[src/rtl/acr_pkg.sv]
`timescale 1ns / 1ps
// ----------------------------------------------------------------------------
// acr_pkg
// Shared types, constants and helper functions of the correlation root rows.
// ----------------------------------------------------------------------------
package acr_pkg;

  localparam int MAX_SIZE     = 16;
  localparam int CORDIC_STEPS = 16;
  localparam int ROW_W        = $clog2(MAX_SIZE);
  localparam int SIZE_W       = $clog2(MAX_SIZE + 1);
  localparam int STEP_W       = $clog2(CORDIC_STEPS);

  localparam int XY_W   = 41;
  localparam int Z_W    = 36;
  localparam int VAL_W  = 18;
  localparam int PROD_W = 50;

  localparam logic signed [Z_W-1:0]   HALF_PI_Q30 = 36'sd1686629713;
  localparam logic signed [Z_W-1:0]   PI_Q30      = 36'sd3373259426;
  localparam logic signed [XY_W-1:0]  GAIN_Q30    = 41'sd652032874;
  localparam logic signed [XY_W-1:0]  ONE_Q30     = 41'sd1073741824;
  localparam logic signed [VAL_W-1:0] ONE_Q16     = 18'sd65536;

  localparam logic REG_MATRIX_SIZE = 1'b0;
  localparam logic REG_ANGLE_MODE  = 1'b1;

  typedef struct packed {
    logic              is_begin;
    logic [ROW_W-1:0]  row;
    logic [SIZE_W-1:0] size;
    logic              mode;
    logic [18:0]       angle;
    logic [23:0]       value;
  } acr_cmd_t;

  typedef enum logic [2:0] {
    ST_IDLE, ST_ATAN, ST_PREP, ST_ROT, ST_FIN, ST_MUL, ST_EMIT
  } acr_state_t;

  function automatic logic signed [Z_W-1:0] step_angle(input logic [STEP_W-1:0] i);
    logic signed [Z_W-1:0] r;
    case (i)
      STEP_W'(0):  r = 36'sd843314857;
      STEP_W'(1):  r = 36'sd497837829;
      STEP_W'(2):  r = 36'sd263043837;
      STEP_W'(3):  r = 36'sd133525159;
      STEP_W'(4):  r = 36'sd67021687;
      STEP_W'(5):  r = 36'sd33543516;
      STEP_W'(6):  r = 36'sd16775851;
      STEP_W'(7):  r = 36'sd8388437;
      STEP_W'(8):  r = 36'sd4194283;
      STEP_W'(9):  r = 36'sd2097149;
      STEP_W'(10): r = 36'sd1048576;
      STEP_W'(11): r = 36'sd524288;
      default:     r = 36'sd1073741824 >>> i;
    endcase
    return r;
  endfunction

  function automatic logic signed [VAL_W-1:0] sat_q16(input logic signed [63:0] v);
    logic signed [VAL_W-1:0] r;
    if (v > 64'sd65536) begin
      r = ONE_Q16;
    end else if (v < -64'sd65536) begin
      r = -ONE_Q16;
    end else begin
      r = VAL_W'(v);
    end
    return r;
  endfunction

endpackage

[src/rtl/acr_queue.sv]
`timescale 1ns / 1ps
// ----------------------------------------------------------------------------
// acr_queue
// Two-entry command queue between front and back.
// ----------------------------------------------------------------------------
module acr_queue
  import acr_pkg::*;
(
  input  logic     clk,
  input  logic     rst,
  input  logic     wr_valid,
  output logic     wr_ready,
  input  acr_cmd_t wr_cmd,
  output logic     rd_valid,
  input  logic     rd_ready,
  output acr_cmd_t rd_cmd
);

  acr_cmd_t   mem [2];
  logic       wr_ptr;
  logic       rd_ptr;
  logic [1:0] count;
  logic       do_wr;
  logic       do_rd;

  assign wr_ready = (count != 2'd2);
  assign rd_valid = (count != 2'd0);
  assign rd_cmd   = mem[rd_ptr];
  assign do_wr    = wr_valid && wr_ready;
  assign do_rd    = rd_valid && rd_ready;

  always_ff @(posedge clk) begin
    if (rst) begin
      wr_ptr <= 1'b0;
      rd_ptr <= 1'b0;
      count  <= 2'd0;
    end else begin
      if (do_wr) begin
        wr_ptr <= ~wr_ptr;
      end
      if (do_rd) begin
        rd_ptr <= ~rd_ptr;
      end
      if (do_wr && !do_rd) begin
        count <= count + 2'd1;
      end else if (do_rd && !do_wr) begin
        count <= count - 2'd1;
      end
    end
  end

  always_ff @(posedge clk) begin
    if (do_wr) begin
      mem[wr_ptr] <= wr_cmd;
    end
  end

endmodule

[src/rtl/acr_front.sv]
`timescale 1ns / 1ps
// ----------------------------------------------------------------------------
// acr_front
// Accepts items, tracks the row count and drops angles outside the matrix.
// ----------------------------------------------------------------------------
module acr_front
  import acr_pkg::*;
(
  input  logic        clk,
  input  logic        rst,
  input  logic        s_tvalid,
  output logic        s_tready,
  input  logic [47:0] s_tdata,
  input  logic        s_tuser,
  input  logic [4:0]  matrix_size,
  input  logic        angle_mode,
  output logic        q_valid,
  input  logic        q_ready,
  output acr_cmd_t    q_cmd
);

  logic [SIZE_W-1:0] cur_row;
  logic [SIZE_W-1:0] eff_size;
  logic              take;
  logic              use_angle;

  always_comb begin
    if (matrix_size == 5'd0) begin
      eff_size = SIZE_W'(1);
    end else if (32'(matrix_size) > MAX_SIZE) begin
      eff_size = SIZE_W'(MAX_SIZE);
    end else begin
      eff_size = SIZE_W'(matrix_size);
    end
  end

  assign s_tready  = q_ready;
  assign take      = s_tvalid && s_tready;
  assign use_angle = (cur_row != '0) && (cur_row < eff_size);
  assign q_valid   = s_tvalid && (!s_tuser || use_angle);

  always_comb begin
    q_cmd.is_begin = !s_tuser;
    q_cmd.row      = s_tuser ? cur_row[ROW_W-1:0] : '0;
    q_cmd.size     = eff_size;
    q_cmd.mode     = angle_mode;
    q_cmd.angle    = s_tdata[18:0];
    q_cmd.value    = s_tdata[42:19];
  end

  always_ff @(posedge clk) begin
    if (rst) begin
      cur_row <= '0;
    end else if (take) begin
      if (!s_tuser) begin
        cur_row <= SIZE_W'(1);
      end else if (use_angle) begin
        cur_row <= cur_row + SIZE_W'(1);
      end
    end
  end

endmodule

[src/rtl/acr_back.sv]
`timescale 1ns / 1ps
// ----------------------------------------------------------------------------
// acr_back
// Iterative cordic for atan and sin/cos, then one row entry per cycle while the output is not stalled.
// ----------------------------------------------------------------------------
module acr_back
  import acr_pkg::*;
(
  input  logic        clk,
  input  logic        rst,
  input  logic        q_valid,
  output logic        q_ready,
  input  acr_cmd_t    q_cmd,
  output logic        m_tvalid,
  input  logic        m_tready,
  output logic [31:0] m_tdata,
  output logic        m_tlast
);

  acr_state_t state, state_next;
  acr_cmd_t   cmd;

  logic signed [XY_W-1:0]   x, y;
  logic signed [Z_W-1:0]    z;
  logic [STEP_W-1:0]        i;
  logic                     neg;
  logic signed [31:0]       s;
  logic signed [VAL_W-1:0]  diag;
  logic signed [PROD_W-1:0] prod;
  logic [ROW_W-1:0]         j;
  logic signed [VAL_W-1:0]  prev [MAX_SIZE];

  logic signed [XY_W-1:0]  xs, ys, c_fin;
  logic signed [Z_W-1:0]   zin;
  logic signed [VAL_W-1:0] val;
  logic                    out_free;
  logic                    last_step;
  logic                    last_col;

  assign xs        = x >>> i;
  assign ys        = y >>> i;
  assign out_free  = !m_tvalid || m_tready;
  assign last_step = (32'(i) == CORDIC_STEPS - 1);
  assign last_col  = (SIZE_W'(j) + SIZE_W'(1) == cmd.size);
  assign q_ready   = (state == ST_IDLE);
  assign c_fin     = neg ? -x : x;
  assign zin       = cmd.mode ? (HALF_PI_Q30 - z) : (Z_W'($signed(cmd.angle)) <<< 14);

  always_comb begin
    if (cmd.is_begin) begin
      val = (j == '0) ? ONE_Q16 : '0;
    end else if (j < cmd.row) begin
      val = sat_q16(64'((prod + PROD_W'(536870912)) >>> 30));
    end else if (j == cmd.row) begin
      val = diag;
    end else begin
      val = '0;
    end
  end

  always_comb begin
    state_next = state;
    case (state)
      ST_IDLE: begin
        if (q_valid) begin
          if (q_cmd.is_begin) begin
            state_next = ST_EMIT;
          end else if (q_cmd.mode) begin
            state_next = ST_ATAN;
          end else begin
            state_next = ST_PREP;
          end
        end
      end
      ST_ATAN: begin
        if (last_step) begin
          state_next = ST_PREP;
        end
      end
      ST_PREP: state_next = ST_ROT;
      ST_ROT: begin
        if (last_step) begin
          state_next = ST_FIN;
        end
      end
      ST_FIN: state_next = ST_MUL;
      ST_MUL: state_next = ST_EMIT;
      ST_EMIT: begin
        if (out_free && last_col) begin
          state_next = ST_IDLE;
        end
      end
      default: state_next = ST_IDLE;
    endcase
  end

  always_ff @(posedge clk) begin
    if (rst) begin
      state    <= ST_IDLE;
      m_tvalid <= 1'b0;
    end else begin
      state <= state_next;
      if (m_tready) begin
        m_tvalid <= 1'b0;
      end
      if (state == ST_EMIT && out_free) begin
        m_tvalid <= 1'b1;
      end
    end
  end

  always_ff @(posedge clk) begin
    case (state)
      ST_IDLE: begin
        cmd <= q_cmd;
        x   <= ONE_Q30;
        y   <= XY_W'($signed(q_cmd.value)) <<< 14;
        z   <= '0;
        i   <= '0;
        j   <= '0;
      end
      ST_ATAN: begin
        i <= i + STEP_W'(1);
        if (y > 0) begin
          x <= x + ys;
          y <= y - xs;
          z <= z + step_angle(i);
        end else begin
          x <= x - ys;
          y <= y + xs;
          z <= z - step_angle(i);
        end
      end
      ST_PREP: begin
        x <= GAIN_Q30;
        y <= '0;
        i <= '0;
        if (zin > HALF_PI_Q30) begin
          z   <= zin - PI_Q30;
          neg <= 1'b1;
        end else if (zin < -HALF_PI_Q30) begin
          z   <= zin + PI_Q30;
          neg <= 1'b1;
        end else begin
          z   <= zin;
          neg <= 1'b0;
        end
      end
      ST_ROT: begin
        i <= i + STEP_W'(1);
        if (z >= 0) begin
          x <= x - ys;
          y <= y + xs;
          z <= z - step_angle(i);
        end else begin
          x <= x + ys;
          y <= y - xs;
          z <= z + step_angle(i);
        end
      end
      ST_FIN: begin
        s    <= 32'(neg ? -y : y);
        diag <= sat_q16(64'((c_fin + XY_W'(8192)) >>> 14));
      end
      ST_MUL: begin
        prod <= s * prev[j];
      end
      ST_EMIT: begin
        if (out_free) begin
          m_tdata <= {6'd0, val, 4'(j), 4'(cmd.row)};
          m_tlast <= last_col;
          prev[j] <= val;
          prod    <= s * prev[j + ROW_W'(1)];
          j       <= j + ROW_W'(1);
        end
      end
      default: ;
    endcase
  end

`ifndef SYNTHESIS
  a_col_in_range: assert property (@(posedge clk) disable iff (rst)
    state == ST_EMIT |-> SIZE_W'(j) < cmd.size)
    else $error("column past matrix size");
  a_begin_row_zero: assert property (@(posedge clk) disable iff (rst)
    state == ST_EMIT && cmd.is_begin |-> cmd.row == '0)
    else $error("begin row not zero");
  a_rot_after_prep: assert property (@(posedge clk) disable iff (rst)
    state == ST_ROT && i == '0 |-> $past(state) == ST_PREP)
    else $error("rotation started without setup");
  a_idle_after_last: assert property (@(posedge clk) disable iff (rst)
    state == ST_EMIT && out_free && last_col |=> state == ST_IDLE && m_tvalid && m_tlast)
    else $error("row end not delivered");
`endif

endmodule

[src/rtl/angle_correlation_root_rows.sv]
`timescale 1ns / 1ps
// ----------------------------------------------------------------------------
// angle_correlation_root_rows
// Emits the lower-triangular root of a correlation matrix, one row per item.
// ----------------------------------------------------------------------------
// input items on s_*: tuser 0 begins a matrix and emits row 0, tuser 1 gives
// the angle of the next row; angles past the configured size are dropped.
// results on m_*: one item per column, tlast on the final column of a row.
// config: cfg_we with cfg_index 0 (matrix_size) or 1 (angle_mode), idle only.
// sequence: a begin goes straight to column output; an angle in mode 0 runs
// setup, the cordic rotation, finish and multiply, in mode 1 an arctan cordic
// pass first, then one column per cycle while the output is not stalled.
// the single iterative cordic serves one item at a time: the back takes no
// new item until the last column of the current one has been registered.
// a two-entry command queue lets the front accept while the back computes.
// reset: registers go to size 16, mode 0, no matrix started; output empty.
// a stalled receiver holds the output register; the back stops and the
// queue fills, then s_tready drops.
// ----------------------------------------------------------------------------
module angle_correlation_root_rows
  import acr_pkg::*;
(
  input  logic        clk,
  input  logic        rst,
  input  logic        s_tvalid,
  output logic        s_tready,
  input  logic [47:0] s_tdata,   // angle[18:0], unbounded_value[42:19]
  input  logic        s_tuser,   // kind
  output logic        m_tvalid,
  input  logic        m_tready,
  output logic [31:0] m_tdata,   // row_index[3:0], column_index[7:4], entry_value[25:8]
  output logic        m_tlast,
  input  logic        cfg_we,
  input  logic        cfg_index,
  input  logic [4:0]  cfg_data
);

  logic [4:0] matrix_size;
  logic       angle_mode;
  logic       fq_valid, fq_ready, bq_valid, bq_ready;
  acr_cmd_t   fq_cmd, bq_cmd;

  always_ff @(posedge clk) begin
    if (rst) begin
      matrix_size <= 5'd16;
      angle_mode  <= 1'b0;
    end else if (cfg_we) begin
      case (cfg_index)
        REG_MATRIX_SIZE: matrix_size <= cfg_data;
        REG_ANGLE_MODE:  angle_mode  <= cfg_data[0];
        default: ;
      endcase
    end
  end

  acr_front u_front (
    .clk(clk), .rst(rst),
    .s_tvalid(s_tvalid), .s_tready(s_tready), .s_tdata(s_tdata), .s_tuser(s_tuser),
    .matrix_size(matrix_size), .angle_mode(angle_mode),
    .q_valid(fq_valid), .q_ready(fq_ready), .q_cmd(fq_cmd)
  );

  acr_queue u_queue (
    .clk(clk), .rst(rst),
    .wr_valid(fq_valid), .wr_ready(fq_ready), .wr_cmd(fq_cmd),
    .rd_valid(bq_valid), .rd_ready(bq_ready), .rd_cmd(bq_cmd)
  );

  acr_back u_back (
    .clk(clk), .rst(rst),
    .q_valid(bq_valid), .q_ready(bq_ready), .q_cmd(bq_cmd),
    .m_tvalid(m_tvalid), .m_tready(m_tready), .m_tdata(m_tdata), .m_tlast(m_tlast)
  );

endmodule

[config.mk]
export PLATFORM = sky130hd
export DESIGN_NAME = angle_correlation_root_rows
export DESIGN_NICKNAME = d
export VERILOG_FILES = /design/src/rtl/acr_pkg.sv /design/src/rtl/acr_queue.sv /design/src/rtl/acr_front.sv /design/src/rtl/acr_back.sv /design/src/rtl/angle_correlation_root_rows.sv
export SDC_FILE = /design/constraint.sdc
export NUM_CORES = 2
export LEC_CHECK = 0
export BUFFER_PORTS_ARGS = -buffer_cell sky130_fd_sc_hd__buf_2
export CORE_ASPECT_RATIO = 1.75
export CORE_MARGIN = 2
export CORE_UTILIZATION = 60
export DETAILED_ROUTE_END_ITERATION = 10
export PLACE_DENSITY = 0.85
export SLEW_MARGIN = 20
export SYNTH_ARGS = -nofsm -noshare
export SYNTH_HDL_FRONTEND = slang
export SYNTH_HIERARCHICAL = 1
export SYNTH_SLANG_ARGS = --single-unit
[constraint.sdc]
create_clock -name clk -period 11.25 [get_ports clk]
set_clock_uncertainty 0.2 [all_clocks]
set_input_delay 0.5625 -clock clk [delete_from_list [all_inputs] [get_ports clk]]
set_output_delay 0.5625 -clock clk [all_outputs]
set_load 0.02 [all_outputs]
==> results.md <==
- Synthesis produced a netlist whose cell count is 9,296.
- The total congestion overflow is 0.
- Compared with the post-synthesis result, the final layout area differs by 4.87%.
- The share of the clock period used by the worst path is 95.9%.
- The synthesized design contains around 650 enable-type register cells.
- The first detailed-routing pass ran for 10 iterations.
- The initial detailed-routing violation count is around 6,700.
- The final critical-path setup slack is approximately 0.46 ns.
- The initialized floorplan defines between 150 and 200 standard-cell rows.
- The via total after detailed routing is approximately 70,000.
- The ratio of cells with drive above 1 in the final layout is between 8 and 9%.
- The flop-to-flop setup slack is 0.46 ns.
- The normalized max-slew margin is 18.5%.
- The worst setup path is captured at a flip-flop.
- The critical path start-end classification is reg2reg.
- After clock tree synthesis, the clock-pin slew on the worst setup and hold paths is around 0.080 ns.
- The max-slew violation count is 0.
- The final-stage net count is approximately 11,000.
- The worst setup slack before clock tree synthesis is between 0.7 and 0.8 ns.
- The post-CTS repair timing setup buffer count is 0.
- Across the run, the number of max-cap violations was 0.
- Counting every sink on the clock net gives slightly below 700.
- The number of top-level pins is 95.
- The most instantiated flip-flop cell in the synthesis netlist is sky130_fd_sc_hd__edfxtp_1.
- The arrival time at the worst endpoint is 11.03 ns.
- The end point of the critical path is u_back/prod[47].
- At the pin with the least slew margin, the transition time is 1.22 ns.
- The number of distinct library cells after synthesis is 108.
- In this run the worst path has a maximum fanout of 31.
- The x dimension of the die is just under 300 um.
- Dividing the detail-routed via count by the number of cells gives approximately 6.5.
- For this run, design rule violations remaining after detail routing come to 0.
- The number of antenna violations at the first check in global routing is 12.
- The reg-to-reg critical path startpoint is u_back/j[1].
- The start point of the critical path is u_back/j[1].
- The post-detailed-placement half-perimeter wirelength is about 210,000 um.
- Routability-driven placement finished with a final weighted congestion of approximately 1.1.
- The later pin in the worst-skew pair is clocked with a latency of between 0.7 and 0.8 ns.
- The share of synthesized registers carrying an async set or reset is 0%.
- The overall track demand over capacity in global routing is between 30% and 40%.
- The H-tree generated during clock tree synthesis spans 2 levels.
- After synthesis the netlist holds a flip-flop and latch count of just under 700.
- For this run, the number of Yosys warnings is 6.
- The share of the yosys chip area belonging to registers is roughly 23%.
- The number of buffers created by CTS is 59.
- The core region is ~0.15 sq mm.
- The end of the worst register-to-register path is u_back/prod[47].
- The number of cell instances on the worst register-to-register path is 27.
- Entering global routing, the biggest net connects 82 pins.
- The number of endpoints failing setup at the final stage is 0.
- For the final routed database, the setup TNS stands at 0 ns.
- TritonCTS built the clock tree.
- Once detail routing completed, the nets flagged for antenna violations numbered 0.
- The data required time of the critical path is about 11 ns.
- The sort of element at the start of the critical path is a flip-flop.
- The die footprint is between 0.15 and 0.2 sq mm.
- Hold timing on the final database bottoms out at a slack of 0.0568 ns.
- In this run, post-CTS repair resized a total of 0 instances.
- The run finished with clean final reports.
- The first-pass GRT wire length is 442,000 um.
- For this configuration, the core starts out at a cell density of 60.4%.
- The via count of the first global-routing pass is roughly 78,000.
- Dividing the detail-routed wire length by the instance count gives between 20 and 30 um.
- Setup repair after global routing left no endpoint under its margin.
- The average cell area after synthesis is around 9.5 sq um.
- The worst hold path begins at cfg_index.
- The clock root buffer is sky130_fd_sc_hd__clkbuf_16.
- The area of the mapped netlist is roughly 0.089 sq mm.
- The aggregate routed wire length is 291,000 um.
- The number of buffers on the longest clock path is 3.
- Buffers placed on the I/O ports in this run total 83.
- The path class of the lowest-slack min-delay path is in2reg.
- The maximum operating frequency is 92.7 MHz.
- The final period demand of the worst path is 10.79 ns.
- The hold violation total from the final report is 0.
- The die span in y is 513 um.
-- critical path, cell delays in order (launching register included) --
cell	delay, ns
sky130_fd_sc_hd__edfxtp_1	0.52
sky130_fd_sc_hd__inv_1	0.13
sky130_fd_sc_hd__ha_2	0.86
sky130_fd_sc_hd__buf_12	0.31
sky130_fd_sc_hd__buf_4	0.26
sky130_fd_sc_hd__mux4_2	0.42
sky130_fd_sc_hd__mux4_2	0.86
sky130_fd_sc_hd__and2_1	0.34
sky130_fd_sc_hd__fa_1	0.56
sky130_fd_sc_hd__fa_1	0.55
sky130_fd_sc_hd__fa_1	0.56
sky130_fd_sc_hd__fa_1	0.45
sky130_fd_sc_hd__fa_1	0.49
sky130_fd_sc_hd__inv_1	0.05
sky130_fd_sc_hd__fa_1	0.50
sky130_fd_sc_hd__inv_1	0.05
sky130_fd_sc_hd__ha_1	0.35
sky130_fd_sc_hd__nand4_1	0.20
sky130_fd_sc_hd__nor4_1	0.40
sky130_fd_sc_hd__nand3_1	0.22
sky130_fd_sc_hd__or3_1	0.44
sky130_fd_sc_hd__a21oi_1	0.22
sky130_fd_sc_hd__nor2_1	0.11
sky130_fd_sc_hd__o31ai_1	0.45
sky130_fd_sc_hd__a41o_1	0.35
sky130_fd_sc_hd__a21oi_1	0.15
sky130_fd_sc_hd__xor2_1	0.35
sky130_fd_sc_hd__o21ai_0	0.14
-- registers in the layout, indices dropped and copies added (netlist names), 26 cells and up, named ones only --
signal	count
u_back/cmd	30
u_back/m_tdata	26
u_back/y	41
u_queue/mem	108
u_back/s	32
u_back/x	41
u_back/z	36
u_back/prev	288
-- through the flow --
| step | cells | util (%) | instance area (sq um) |
|---|---|---|---|
| after floorplan | 9302 | - | 88800 |
| after global placement | 10900 | 61.5 | 90300 |
| after detailed placement | 10900 | 61.5 | 90300 |
| after CTS | 11000 | 63.3 | 93000 |
| after global routing | 11100 | 63.4 | 93000 |
| final | 11100 | 63.4 | 93100 |
-- routing by layer --
metal / vias to the layer above / share of wire, % / GRT usage, %
met4: 2 / 13 / 41.1
met1: 35500 / 29 / 37.0
met2: 4525 / 50 / 67.0
li1: 30200 / - / -
met5: - / 0.0034 / 0
met3: 1848 / 8.4 / 7.65
-- cell families (layout without fill, tap and decap cells) --
logic type                 after synthesis  in the layout  share of synthesized area [%]
muxes                                  400            400                           7.54
buffers and inverters                 2091           1864                           9.18
DFF                                    675            675                           22.6
adders and majority gates             1592           1592                           31.8
xor gates and xnor gates               296            296                           2.92
and+or+nand+nor                       2778           2778                           15.1
other                                    2             16                        0.00846
AOI/OAI and AO/OA                     1462           1462                           10.9
-- Yosys cell counts (all sizes together), types with 16 or more instances --
cell	number	area [sq um]
dfxtp	24	480
fa	1110	22200
nor2b	56	358
clkbuf	436	1640
a21boi	20	150
nor3b	18	135
xor2	91	797
or2	37	231
nand2	1114	4190
and2	479	3000
mux2i	114	1140
nor2	477	1790
nand3	118	591
o31ai	58	435
or3	51	319
mux2	79	890
o21bai	48	360
inv	1478	5550
a21oi	340	1710
o41ai	16	140
o22ai	59	388
a31o	20	175
o211ai	42	315
ha	482	6030
a22oi	31	238
nor4	45	309
mux4	207	4660
o21a	52	390
a31oi	50	313
nand4	51	319
a221oi	21	190
nor3	132	671
a211oi	65	498
nand2b	73	459
buf	173	931
or4	30	233
and3	40	250
xnor2	205	1800
edfxtp	651	19500
a2111oi	19	179
o21ai	336	1700
a21o	109	818
a211o	21	185
-- worst min-delay path by stage --
stage	slack [ns]	cells after the start	to
CTS	0.03	3	u_front/cur_row[4]
global placement	0.27	2	matrix_size[0]
global route	0.06	3	matrix_size[4]
detailed placement	0.28	2	matrix_size[0]
floorplan	0.23	0	u_back/m_tdata[1]
finish	0.06	3	matrix_size[4]
-- cell type report --
type                            instances  area (sq um)
Multi-Input combinational cell       6536         60800
Sequential cell                       675         20000
Timing Repair Buffer                  273          2000
Fill cell                           11400         53800
Inverter                             1482          5580
Tap cell                             1974          2470
Clock buffer                           64          1500
Antenna cell                            8          20.0
Clock inverter                         45           646
-- cell usage in the layout (no fill, tap or decap), types with 50 or more instances in the layout --
| cell | netlist | final |
|---|---|---|
| sky130_fd_sc_hd__inv_1 | 1476 | 1474 |
| sky130_fd_sc_hd__nand2_1 | 1113 | 1112 |
| sky130_fd_sc_hd__fa_1 | 1110 | 1110 |
| sky130_fd_sc_hd__edfxtp_1 | 651 | 651 |
| sky130_fd_sc_hd__ha_1 | 482 | 481 |
| sky130_fd_sc_hd__and2_1 | 479 | 479 |
| sky130_fd_sc_hd__nor2_1 | 477 | 459 |
| sky130_fd_sc_hd__a21oi_1 | 339 | 336 |
| sky130_fd_sc_hd__o21ai_0 | 323 | 321 |
| sky130_fd_sc_hd__mux4_2 | 207 | 207 |
| sky130_fd_sc_hd__xnor2_1 | 205 | 204 |
| sky130_fd_sc_hd__buf_4 | 58 | 137 |
| sky130_fd_sc_hd__nor3_1 | 130 | 123 |
| sky130_fd_sc_hd__nand3_1 | 118 | 117 |
| sky130_fd_sc_hd__mux2i_1 | 114 | 112 |
| sky130_fd_sc_hd__a21o_1 | 109 | 109 |
| sky130_fd_sc_hd__xor2_1 | 91 | 90 |
| sky130_fd_sc_hd__buf_2 | 21 | 83 |
| sky130_fd_sc_hd__mux2_2 | 79 | 78 |
| sky130_fd_sc_hd__nand2b_1 | 72 | 72 |
| sky130_fd_sc_hd__a211oi_1 | 63 | 62 |
| sky130_fd_sc_hd__clkbuf_16 | 0 | 59 |
| sky130_fd_sc_hd__o31ai_1 | 58 | 56 |
| sky130_fd_sc_hd__o22ai_1 | 56 | 56 |
| sky130_fd_sc_hd__nor2b_1 | 55 | 55 |
| sky130_fd_sc_hd__o21a_1 | 52 | 52 |
| sky130_fd_sc_hd__nand4_1 | 51 | 51 |
| sky130_fd_sc_hd__or3_1 | 51 | 51 |
| sky130_fd_sc_hd__dlygate4sd3_1 | 0 | 50 |
-- what timing repair did --
item / 4_1_cts / 5_1_grt
hold endpoints to repair: 92 / 0
setup endpoints to repair: 0 / 0
hold buffers: 50 / 0
Power is left out: the tool's default activity adds up to more than one toggle a clock period on the data nets, which glitch-free logic cannot reach.
